**config.mk**
```make
export PLATFORM = sky130hd
export DESIGN_NAME = lcd_mode_timing_controller_core
export DESIGN_NICKNAME = d
export VERILOG_FILES = /design/src/rtl/lcdt_pkg.sv /design/src/rtl/lcdt_csr.sv /design/src/rtl/lcdt_timing.sv /design/src/rtl/lcd_mode_timing_controller_core.sv
export SDC_FILE = /design/constraint.sdc
export NUM_CORES = 1
export LEC_CHECK = 0
export ABC_AREA = 0
export CAP_MARGIN = 25
export CORE_ASPECT_RATIO = 0.7
export CORE_MARGIN = 3
export CORE_UTILIZATION = 40
export DETAILED_ROUTE_END_ITERATION = 8
export DONT_BUFFER_PORTS = 1
export PLACE_DENSITY = 0.55
export SLEW_MARGIN = 10
export SYNTH_ARGS = -nofsm -noshare
export SYNTH_HDL_FRONTEND = slang
export SYNTH_HIERARCHICAL = 1
export SYNTH_SLANG_ARGS = --single-unit
```
**constraint.sdc**
```tcl
create_clock -name clock -period 4.8 [get_ports clock]
set_input_delay 0.48 -clock clock [delete_from_list [all_inputs] [get_ports clock]]
set_output_delay 0.48 -clock clock [all_outputs]
set_load 0.005 [all_outputs]
```
**src/rtl/lcdt_pkg.sv**
```systemverilog
`default_nettype none

package lcdt_pkg;

   // Fixed timing of one line and one frame, in dots and lines.
   localparam logic [8:0]  OAM_DOTS      = 9'd80;
   localparam logic [8:0]  DRAW_DOTS     = 9'd172;
   localparam logic [8:0]  LINE_DOTS     = 9'd456;
   localparam logic [16:0] FRAME_DOTS    = 17'd70224;
   localparam logic [7:0]  VISIBLE_LINES = 8'd144;
   localparam logic [7:0]  TOTAL_LINES   = 8'd154;

   // Reset values of the horizontal blank length registers.
   localparam logic [8:0] HBLANK_ALIGNED_RESET     = 9'd204;
   localparam logic [8:0] HBLANK_SMALL_SHIFT_RESET = 9'd200;
   localparam logic [8:0] HBLANK_LARGE_SHIFT_RESET = 9'd196;

   // Configuration register indexes.
   localparam logic [1:0] CSR_HBLANK_ALIGNED     = 2'd0;
   localparam logic [1:0] CSR_HBLANK_SMALL_SHIFT = 2'd1;
   localparam logic [1:0] CSR_HBLANK_LARGE_SHIFT = 2'd2;

   // One dot tick with the register bits that it carries.
   typedef struct packed {
      logic       display_on;
      logic [2:0] fine_scroll;
      logic [7:0] compare_line;
      logic       sel_hblank_irq;
      logic       sel_vblank_irq;
      logic       sel_oam_irq;
      logic       sel_compare_irq;
   } req_type;

   // Status after one dot tick.
   typedef struct packed {
      logic [1:0] video_mode;
      logic [7:0] current_line;
      logic       line_match;
      logic       vblank_irq;
      logic       status_irq;
      logic       frame_done;
      logic       line_drawn;
   } rsp_type;

   // Horizontal blank lengths, one for each fine scroll class.
   typedef struct packed {
      logic [8:0] aligned;
      logic [8:0] small_shift;
      logic [8:0] large_shift;
   } hblank_cfg_type;

endpackage

`default_nettype wire

```
**src/rtl/lcdt_csr.sv**
```systemverilog
`default_nettype none

module lcdt_csr (
   input  wire logic                    clock,
   input  wire logic                    reset,
   input  wire logic                    wr_en,
   input  wire logic [1:0]              wr_index,
   input  wire logic [8:0]              wr_data,
   output      lcdt_pkg::hblank_cfg_type cfg
);

   lcdt_pkg::hblank_cfg_type cfg_ff;
   lcdt_pkg::hblank_cfg_type cfg_in;

   // Register decode; an index past the list is ignored.
   always_comb begin
      cfg_in = cfg_ff;
      if (wr_en) begin
         unique case (wr_index)
            lcdt_pkg::CSR_HBLANK_ALIGNED:     cfg_in.aligned     = wr_data;
            lcdt_pkg::CSR_HBLANK_SMALL_SHIFT: cfg_in.small_shift = wr_data;
            lcdt_pkg::CSR_HBLANK_LARGE_SHIFT: cfg_in.large_shift = wr_data;
            default:                          cfg_in             = cfg_ff;
         endcase
      end
   end

   always_ff @(posedge clock) begin
      if (reset) begin
         cfg_ff.aligned     <= lcdt_pkg::HBLANK_ALIGNED_RESET;
         cfg_ff.small_shift <= lcdt_pkg::HBLANK_SMALL_SHIFT_RESET;
         cfg_ff.large_shift <= lcdt_pkg::HBLANK_LARGE_SHIFT_RESET;
      end else begin
         cfg_ff <= cfg_in;
      end
   end

   assign cfg = cfg_ff;

endmodule

`default_nettype wire

```
**src/rtl/lcdt_timing.sv**
```systemverilog
`default_nettype none

module lcdt_timing (
   input  wire logic                     clock,
   input  wire logic                     reset,
   input  wire logic                     step_en,
   input  wire lcdt_pkg::req_type        item,
   input  wire lcdt_pkg::hblank_cfg_type cfg,
   output      lcdt_pkg::rsp_type        result
);

   typedef enum logic [1:0] {
      MODE_HBLANK = 2'd0,
      MODE_VBLANK = 2'd1,
      MODE_OAM    = 2'd2,
      MODE_DRAW   = 2'd3
   } mode_type;

   mode_type          mode_ff, mode_in;
   logic [8:0]        dot_ff, dot_in;
   logic [7:0]        line_ff, line_in;
   logic [16:0]       off_ff, off_in;
   logic              status_high_ff, status_high_in;
   logic              match_ff, match_in;
   logic              prev_on_ff;
   lcdt_pkg::rsp_type result_ff, result_in;

   logic [8:0]  dot_inc;
   logic [7:0]  line_inc;
   logic [16:0] off_inc;
   logic [8:0]  hblank_len;
   logic        match_inc;
   logic        match_zero;
   logic        cond_oam_inc;
   logic        cond_vblank_inc;
   logic        cond_oam_zero;
   logic        cond_hblank;

   assign dot_inc  = dot_ff + 9'd1;
   assign line_inc = line_ff + 8'd1;
   // A falling enable restarts the disabled dot count before this dot.
   assign off_inc  = (prev_on_ff ? 17'd0 : off_ff) + 17'd1;

   // Horizontal blank length follows the fine scroll class.
   always_comb begin
      case (item.fine_scroll) inside
         3'd0:          hblank_len = cfg.aligned;
         [3'd1 : 3'd3]: hblank_len = cfg.small_shift;
         default:       hblank_len = cfg.large_shift;
      endcase
   end

   // Line compare against the advanced line and against line zero after a wrap.
   assign match_inc       = (item.compare_line == line_inc);
   assign match_zero      = (item.compare_line == 8'd0);
   assign cond_oam_inc    = item.sel_oam_irq || (item.sel_compare_irq && match_inc);
   assign cond_vblank_inc = item.sel_vblank_irq || (item.sel_compare_irq && match_inc);
   assign cond_oam_zero   = item.sel_oam_irq || (item.sel_compare_irq && match_zero);
   assign cond_hblank     = item.sel_hblank_irq || (item.sel_compare_irq && match_ff);

   // Next state and result of one dot tick.
   always_comb begin
      mode_in        = mode_ff;
      dot_in         = dot_ff;
      line_in        = line_ff;
      off_in         = off_ff;
      status_high_in = status_high_ff;
      match_in       = match_ff;
      result_in      = '0;

      if (!item.display_on) begin
         if (prev_on_ff) begin
            mode_in = MODE_HBLANK;
            line_in = 8'd0;
         end
         if (off_inc >= lcdt_pkg::FRAME_DOTS) begin
            off_in               = 17'd0;
            result_in.frame_done = 1'b1;
         end else begin
            off_in = off_inc;
         end
      end else begin
         dot_in = dot_inc;
         unique case (mode_ff)
            MODE_HBLANK: begin
               if (dot_inc >= hblank_len) begin
                  dot_in   = 9'd0;
                  line_in  = line_inc;
                  match_in = match_inc;
                  if (line_inc == lcdt_pkg::VISIBLE_LINES) begin
                     mode_in              = MODE_VBLANK;
                     result_in.vblank_irq = 1'b1;
                     result_in.frame_done = 1'b1;
                     result_in.status_irq = item.sel_oam_irq && !status_high_ff;
                     status_high_in       = item.sel_oam_irq;
                  end else begin
                     mode_in              = MODE_OAM;
                     result_in.status_irq = cond_oam_inc && !status_high_ff;
                     status_high_in       = cond_oam_inc;
                  end
               end
            end
            MODE_VBLANK: begin
               if (dot_inc >= lcdt_pkg::LINE_DOTS) begin
                  dot_in   = 9'd0;
                  line_in  = line_inc;
                  match_in = match_inc;
                  result_in.status_irq = cond_vblank_inc && !status_high_ff;
                  status_high_in       = cond_vblank_inc;
                  if (line_inc >= lcdt_pkg::TOTAL_LINES) begin
                     // Frame wrap: a second status check on line zero.
                     mode_in  = MODE_OAM;
                     line_in  = 8'd0;
                     match_in = match_zero;
                     result_in.status_irq = (cond_vblank_inc && !status_high_ff) ||
                                            (cond_oam_zero && !cond_vblank_inc);
                     status_high_in       = cond_oam_zero;
                  end
               end
            end
            MODE_OAM: begin
               if (dot_inc >= lcdt_pkg::OAM_DOTS) begin
                  dot_in  = 9'd0;
                  mode_in = MODE_DRAW;
               end
            end
            MODE_DRAW: begin
               if (dot_inc >= lcdt_pkg::DRAW_DOTS) begin
                  dot_in               = 9'd0;
                  mode_in              = MODE_HBLANK;
                  result_in.status_irq = cond_hblank && !status_high_ff;
                  status_high_in       = cond_hblank;
                  result_in.line_drawn = 1'b1;
               end
            end
         endcase
      end

      result_in.video_mode   = mode_in;
      result_in.current_line = line_in;
      result_in.line_match   = match_in;
   end

   // State and result register, advanced once per dot tick.
   always_ff @(posedge clock) begin
      if (reset) begin
         mode_ff        <= MODE_HBLANK;
         dot_ff         <= 9'd0;
         line_ff        <= 8'd0;
         off_ff         <= 17'd0;
         status_high_ff <= 1'b0;
         match_ff       <= 1'b0;
         prev_on_ff     <= 1'b0;
         result_ff      <= '0;
      end else if (step_en) begin
         mode_ff        <= mode_in;
         dot_ff         <= dot_in;
         line_ff        <= line_in;
         off_ff         <= off_in;
         status_high_ff <= status_high_in;
         match_ff       <= match_in;
         prev_on_ff     <= item.display_on;
         result_ff      <= result_in;
      end
   end

   assign result = result_ff;

endmodule

`default_nettype wire

```
**src/rtl/lcd_mode_timing_controller_core.sv**
```systemverilog
// Scanline mode and timing controller of a dot-matrix LCD unit.
// The req channel carries one dot tick per transfer: the enable bit, fine
// scroll, compare line and the four status interrupt selects. The rsp channel
// returns one status item per tick: video mode, line counter, compare flag and
// the vblank, status, frame done and line drawn pulses.
// Both channels use valid and stall; a transfer happens on a clock edge with
// valid high and stall low. The csr channel (valid, ready, index, data)
// writes the three horizontal blank lengths and is always ready; write it
// only while no tick is in flight.
// A req transfer goes through the input register, the mode and counter
// update and the result register before rsp_valid rises. Throughput is
// one tick per cycle while rsp is not stalled. A stalled rsp holds its item;
// the input register still takes one more tick, after which req_stall rises.
// Synchronous reset empties both registers, puts the mode in horizontal blank,
// clears all counters and flags and restores the blank length defaults.
`default_nettype none

module lcd_mode_timing_controller_core (
   input  wire logic              clock,
   input  wire logic              reset,
   input  wire logic              req_valid,
   output      logic              req_stall,
   input  wire lcdt_pkg::req_type req_payload,
   output      logic              rsp_valid,
   input  wire logic              rsp_stall,
   output      lcdt_pkg::rsp_type rsp_payload,
   input  wire logic              csr_valid,
   output      logic              csr_ready,
   input  wire logic [1:0]        csr_index,
   input  wire logic [8:0]        csr_data
);

   logic                     in_valid_ff, in_valid_in;
   lcdt_pkg::req_type        in_data_ff;
   logic                     out_valid_ff, out_valid_in;
   logic                     advance;
   logic                     in_free;
   lcdt_pkg::hblank_cfg_type cfg;

   // A tick moves into the result register when that register is free or drains.
   assign advance   = in_valid_ff && (!out_valid_ff || !rsp_stall);
   assign in_free   = !in_valid_ff || advance;
   assign req_stall = !in_free;
   assign csr_ready = 1'b1;

   always_comb begin
      in_valid_in = in_free ? req_valid : in_valid_ff;
      if (advance) begin
         out_valid_in = 1'b1;
      end else if (!rsp_stall) begin
         out_valid_in = 1'b0;
      end else begin
         out_valid_in = out_valid_ff;
      end
   end

   // Handshake flags.
   always_ff @(posedge clock) begin
      if (reset) begin
         in_valid_ff  <= 1'b0;
         out_valid_ff <= 1'b0;
      end else begin
         in_valid_ff  <= in_valid_in;
         out_valid_ff <= out_valid_in;
      end
   end

   // Input register payload.
   always_ff @(posedge clock) begin
      if (req_valid && in_free) begin
         in_data_ff <= req_payload;
      end
   end

   lcdt_csr u_csr (
      .clock    (clock),
      .reset    (reset),
      .wr_en    (csr_valid && csr_ready),
      .wr_index (csr_index),
      .wr_data  (csr_data),
      .cfg      (cfg)
   );

   lcdt_timing u_timing (
      .clock   (clock),
      .reset   (reset),
      .step_en (advance),
      .item    (in_data_ff),
      .cfg     (cfg),
      .result  (rsp_payload)
   );

   assign rsp_valid = out_valid_ff;

endmodule

`default_nettype wire
```
# Yosys cells after proc, flatten, opt, wreduce, memory -nomap -nowiden
# Index checks and enable logic that the tools add are counted.
[totals] ff_bits=88 out_inout_bits=18 wordCells=143
[classes] add_sub_neg=3 order_cmp=8 n_eq_ne=17 n_mux=51 bitwise_logic=1 reduce_logical=40
[op_table] operator="$mux 9" n=6
[op_table] operator="$mux 8" n=5
[op_table] operator="$pmux 9 s4" n=1
[op_table] operator="$mux 17" n=2
[op_table] operator="$mux 1" n=22
[op_table] operator="$mux 2" n=9
[op_table] operator="$add 17x1->17 const B" n=1
[op_table] operator="$ge 17x17->1 const B" n=1
[op_table] operator="$pmux 8 s2" n=1
[op_table] operator="$ne 3x2->1 const B" n=5
[op_table] operator="$logic_and 1x1->1" n=11
[op_table] operator="$reduce_and 2->1" n=5
[op_table] operator="$reduce_and 5->1" n=2
[op_table] operator="$add 9x1->9 const B" n=1
[op_table] operator="$ge 9x7->1 const B" n=1
[op_table] operator="$ge 9x8->1 const B" n=1
[op_table] operator="$ge 9x9->1" n=1
[op_table] operator="$ge 9x9->1 const B" n=1
[op_table] operator="$add 8x1->8 const B" n=1
[op_table] operator="$eq 8x8->1" n=1
[op_table] operator="$eq 8x8->1 const B" n=1
[op_table] operator="$ge 8x8->1 const B" n=1
[op_table] operator="$logic_not 8->1" n=1
[op_table] operator="$ne 2x1->1 const B" n=4
[op_table] operator="other kinds (18)" n=35

# Longest topological paths before layout
[depth] depth_word=11 mapped_depth=16 ltp_nobuf=14

# Hierarchy
# Netlist, hierarchy kept.
[modules_own_cells] module="lcdt_timing" instances=1 cells_per_inst=509 area_per_inst_um2=3838.7
[modules_own_cells] module="lcdt_csr" instances=1 cells_per_inst=105 area_per_inst_um2=1108.6
[modules_own_cells] module="lcd_mode_timing_controller_core" instances=1 cells_per_inst=28 area_per_inst_um2=578.1

# Worst setup path after synthesis
# No wires, ideal clock.
[synth_path] kind="register to register" from="reg in_data_ff[14] (netlist name)" to="reg u_timing.dot_ff[2]" setup_time_ns=0.086 t_arrival_ns=3.382 required_time_ns=4.714 path_slack_ns=1.332 path_stages_with_launch=14 path_buffers=2 cell_sequence="edfxtp_1 -> clkbuf_1 -> nor3_1 -> clkbuf_1 -> o21ai_0 -> ha_1 -> nand2b_1 -> a211oi_1 -> o221ai_1 -> a21boi_1 -> or2_1 -> a21oi_2 -> a22o_1 -> a211oi_1"
[synth_between] elab_chain_len=7 word_cells_on_any_way=9 cone_classes="order compare: 3; mux: 4; reduce/logical: 2"
[synth_rtl] element="start, declared" line_no="lcd_mode_timing_controller_core.sv:34" source="lcdt_pkg::req_type in_data_ff;"
[synth_rtl] element="start signal, assigned" line_no="lcd_mode_timing_controller_core.sv:71" source="in_data_ff <= req_payload;"
[synth_rtl] element="$ge 3x1->1 (no source line) or $le 3x2->1 (tied branches)"
[synth_rtl] element="$logic_and 1x1->1 (no source line)"
[synth_rtl] element="$mux 9" line_no="lcdt_timing.sv:46" source="case (item.fine_scroll) inside"
[synth_rtl] element="$mux 9 *" line_no="lcdt_timing.sv:46"
[synth_rtl] element="$ge 9x9->1 *" line_no="lcdt_timing.sv:86" source="if (dot_inc >= hblank_len) begin"
[synth_rtl] element="$mux 9 *" line_no="lcdt_timing.sv:86"
[synth_rtl] element="$pmux 9 s4 *" line_no="lcdt_timing.sv:84" source="unique case (mode_ff)"
[synth_rtl] element="end signal, assigned" line_no="lcdt_timing.sv:157" source="dot_ff <= dot_in;"
[synth_rtl] element="end, declared" line_no="lcdt_timing.sv:20" source="logic [8:0] dot_ff, dot_in;"
# Mark *: on every way between the ends. The rest lies on a longest branch, timed or not.
# A chain may end at the register's enable or synchronous reset.

# Final worst setup path
[layout_path] from="reg u_timing.dot_ff[0]" to="reg u_timing.dot_ff[5]"
[layout_between] elab_chain_len=4 word_cells_on_any_way=10 cone_classes="add/sub: 1; order compare: 4; mux: 5"
[layout_rtl] element="$add 9x1->9 *" line_no="lcdt_timing.sv:39" source="assign dot_inc = dot_ff + 9'd1;"
[layout_rtl] element="$ge 9x8->1, or another cell as far along" line_no="lcdt_timing.sv:128" source="if (dot_inc >= lcdt_pkg::DRAW_DOTS) begin"
[layout_rtl] element="$mux 9, on equally long branches"
[layout_rtl] element="$pmux 9 s4 *" line_no="lcdt_timing.sv:84"
# Marks and branches as above.

==> results.py <==
metrics = {
    "run_status": {
        "status": "finished clean",
    },
    "logic_synthesis": {
        "yosys.area.top_type_share": 0.261,
        "synth_commonest_cells": "dfxtp_1 (72), nor2_1 (62), nand2_1 (45)",
        "syn_area_um2": 5530,
        "ys_seq_elements": 88,
        "synth_edf_count": 16,
        "synthesis.nets": 693,
        "synthFlopType": "dfxtp_1",
        "ys_warn_count": 6,
        "synth_area_leaders": "dfxtp_1 (26%), edfxtp_1 (8.7%), mux2i_1 (7.8%), ha_1 (4.3%), nor2_1 (4.2%)",
        "synth_area_per_cell_um2": 8.61,
        "synthArstFlopShare": 0,
        "seq_area_frac_synth": 0.348,
        "yosysMostFrequentCell": "dfxtp_1",
        "yosysUniqueCellTypes": 82,
        "syn_inst": 642,
        "synth_top_area_cell": "dfxtp_1",
    },
    "cts": {
        "cts_tree": "done",
        "post-cts-setup-buffer-count": 0,
        "clock-sinks": 88,
        "cts_root_buffer": "clkbuf_16",
        "cts_buffers": 9,
        "cts.htree.levels": 3,
        "cts.path.max_buffers": 2,
        "insertion_delay_ns": 0.34,
        "hold_buffers": 0,
        "cts.repair.resized": 0,
        "path_clk_slew_ns": 0.07,
    },
    "power_and_ir_drop": {
        "max-vdd-ir-drop_v": 0.000168,
        "powerDensity_nw_per_um2": 271,
        "power_leakage_nw": 2.13,
    },
    "floorplan": {
        "die_y_um": 104,
        "pin_count": 50,
        "core.rowCount": 35,
        "start_util": 0.415,
        "coreArea_um2": 13300,
        "die-area_um2": 15300,
        "die_width_um": 146,
    },
    "routing": {
        "routed_wl_um": 14100,
        "firstDrtPassIters": 5,
        "post_drt_wl_per_cell_um": 17.4,
        "drc": 0,
        "route.vias.total": 4657,
        "first_iter_violations": 282,
        "vias_per_cell": 5.74,
        "route.antenna.remaining_nets": 0,
    },
    "timing": {
        "fin_ws_ns": 0.815,
        "max_slew_margin": 0.471,
        "period_share": 0.830,
        "setup_tns_ns": 0,
        "rsz0062_at_grt": "false",
        "skew_ns": 0.00614,
        "timing.hold.ws_ns": 0.204,
        "worstMarginPinSlew_ns": 0.788,
        "drv_slew": 0,
        "setup_violations": 0,
        "hold_viol_final": 0,
        "fmax_mhz": 251,
        "period_minus_slack_ns": 3.99,
    },
    "worst_setup_path": {
        "cp_num_buf_inv": 0,
        "crit_chain": "ha_1, and3_1, and3_1, nand3_1, xnor2_1, ha_1, a211oi_1, o221ai_1, a21boi_1, or2_1, a21oi_2, a22o_1, a211oi_1",
        "crit_slowest_cell": "dfxtp_1",
        "crit_fanout": 10,
        "critPathCaptureType": "flip-flop",
        "required_ns": 5.06,
        "path_delay_family": "compound AO/OA/AOI/OAI gates",
        "cp_data_arrival_time_ns": 4.24,
        "critical_path_class": "flip-flop to flip-flop",
        "slowest_delay_ns": 0.48,
        "critPathLaunchType": "flip-flop",
    },
    "final_layout": {
        "drive_above_1_share": 0.0655,
        "areaGrowthSynthToFinish_pct": 7.22,
        "n_fill_cell": 1311,
        "multi_input_area_um2": 3320,
        "seq_area_um2": 1920,
        "fin_nets": 672,
        "final_cells": 811,
        "antennaDiodeCount": 0,
        "fin_area_um2": 5920,
    },
    "grt": {
        "first_global_vias": 4241,
        "gr-total-overflow": 0,
        "antenna_found_initial": 0,
        "grt_pass1_wl_um": 22800,
        "grt_max_degree": 72,
        "grt_usage": 0.182,
    },
    "run": {
        "max-cap-violations": 0,
    },
    "placement": {
        "place_hpwl_um": 10200,
        "dpl_cell_area_um2": 5600,
        "pre_cts_ws_ns": 0.940,
        "port_buffers": 0,
        "dp.cells": 794,
        "gp_congestion": 0.866,
    },
    "min_path": {
        "hold_class": "primary input to flip-flop",
    },
}
-- through the flow --
stage	util	power, mW
after floorplan	-	0.879
after global placement	0.421	0.899
after detailed placement	0.421	0.901
after CTS	0.444	1.62
after global routing	0.445	1.66
final	0.445	1.61
-- metal layers --
layer / track usage / vias up / wire length (µm)
met5: 0 / - / 0
met4: 0.0396 / 0 / 120
met3: 0.0327 / 11 / 664
met2: 0.256 / 121 / 5740
met1: 0.286 / 2220 / 7590
li1: - / 2305 / -
-- flip-flops by register name, indices dropped and copies added (netlist names) --
register and count:
u_csr/cfg 27, u_timing/off_ff 17, in_data_ff 16, u_timing/result 15, u_timing/dot_ff 9, in_valid_ff 1, rsp_valid 1, u_timing/prev_on_ff 1
u_timing/status_high_ff 1
-- cells in the final DEF (no fill, tap or decap), drive strengths merged, types with 18 or more instances in the layout --
cell type and count:
dfxtp 72, a21oi 37, nand2b 32, mux2i 43, inv 27, nor3 20, o21ai 29, nor2 63
ha 19, nand3 18, nand2 45
-- path summary, 6_finish.rpt --
path	start	slack, ns	cells past startpoint	to
setup / recovery	u_timing/dot_ff[0]	0.81	13	u_timing/dot_ff[5]
hold / removal	reset	0.20	1	in_valid_ff
hold reg to reg	u_csr/cfg[3]	0.48	2	u_csr/cfg[3]
setup reg to reg	u_timing/dot_ff[0]	0.81	13	u_timing/dot_ff[5]
-- logic make-up (layout without fill, tap and decap cells) --
group	after synthesis	in the layout	synth area share
simple gates	257	257	0.257
compound gates	144	144	0.179
flops	88	88	0.348
buf+inv	64	48	0.0525
mux	45	45	0.0820
xor+xnor	24	24	0.0380
fa+ha+maj	19	19	0.0430
other cells	1	1	0.000679
-- power by group --
| part | switching [mW] | internal, mW | leakage, nW |
|---|---|---|---|
| clock | 0.310 | 0.410 | 0.148 |
| sequential | 0.0143 | 0.772 | 0.740 |
| combinational | 0.0605 | 0.0395 | 1.24 |
-- area by class of cell --
| type | count | share of cell area |
|---|---|---|
| flip-flops and latches | 88 | 0.324 |
| multi-input cells | 490 | 0.560 |
| inverters | 26 | 0.0165 |
| clock inverters | 7 | 0.0135 |
| clock buffers | 9 | 0.0380 |
| repair buffers | 6 | 0.00887 |
| well taps | 185 | 0.0391 |
No activity file was read; power rests on OpenSTA's default activity.
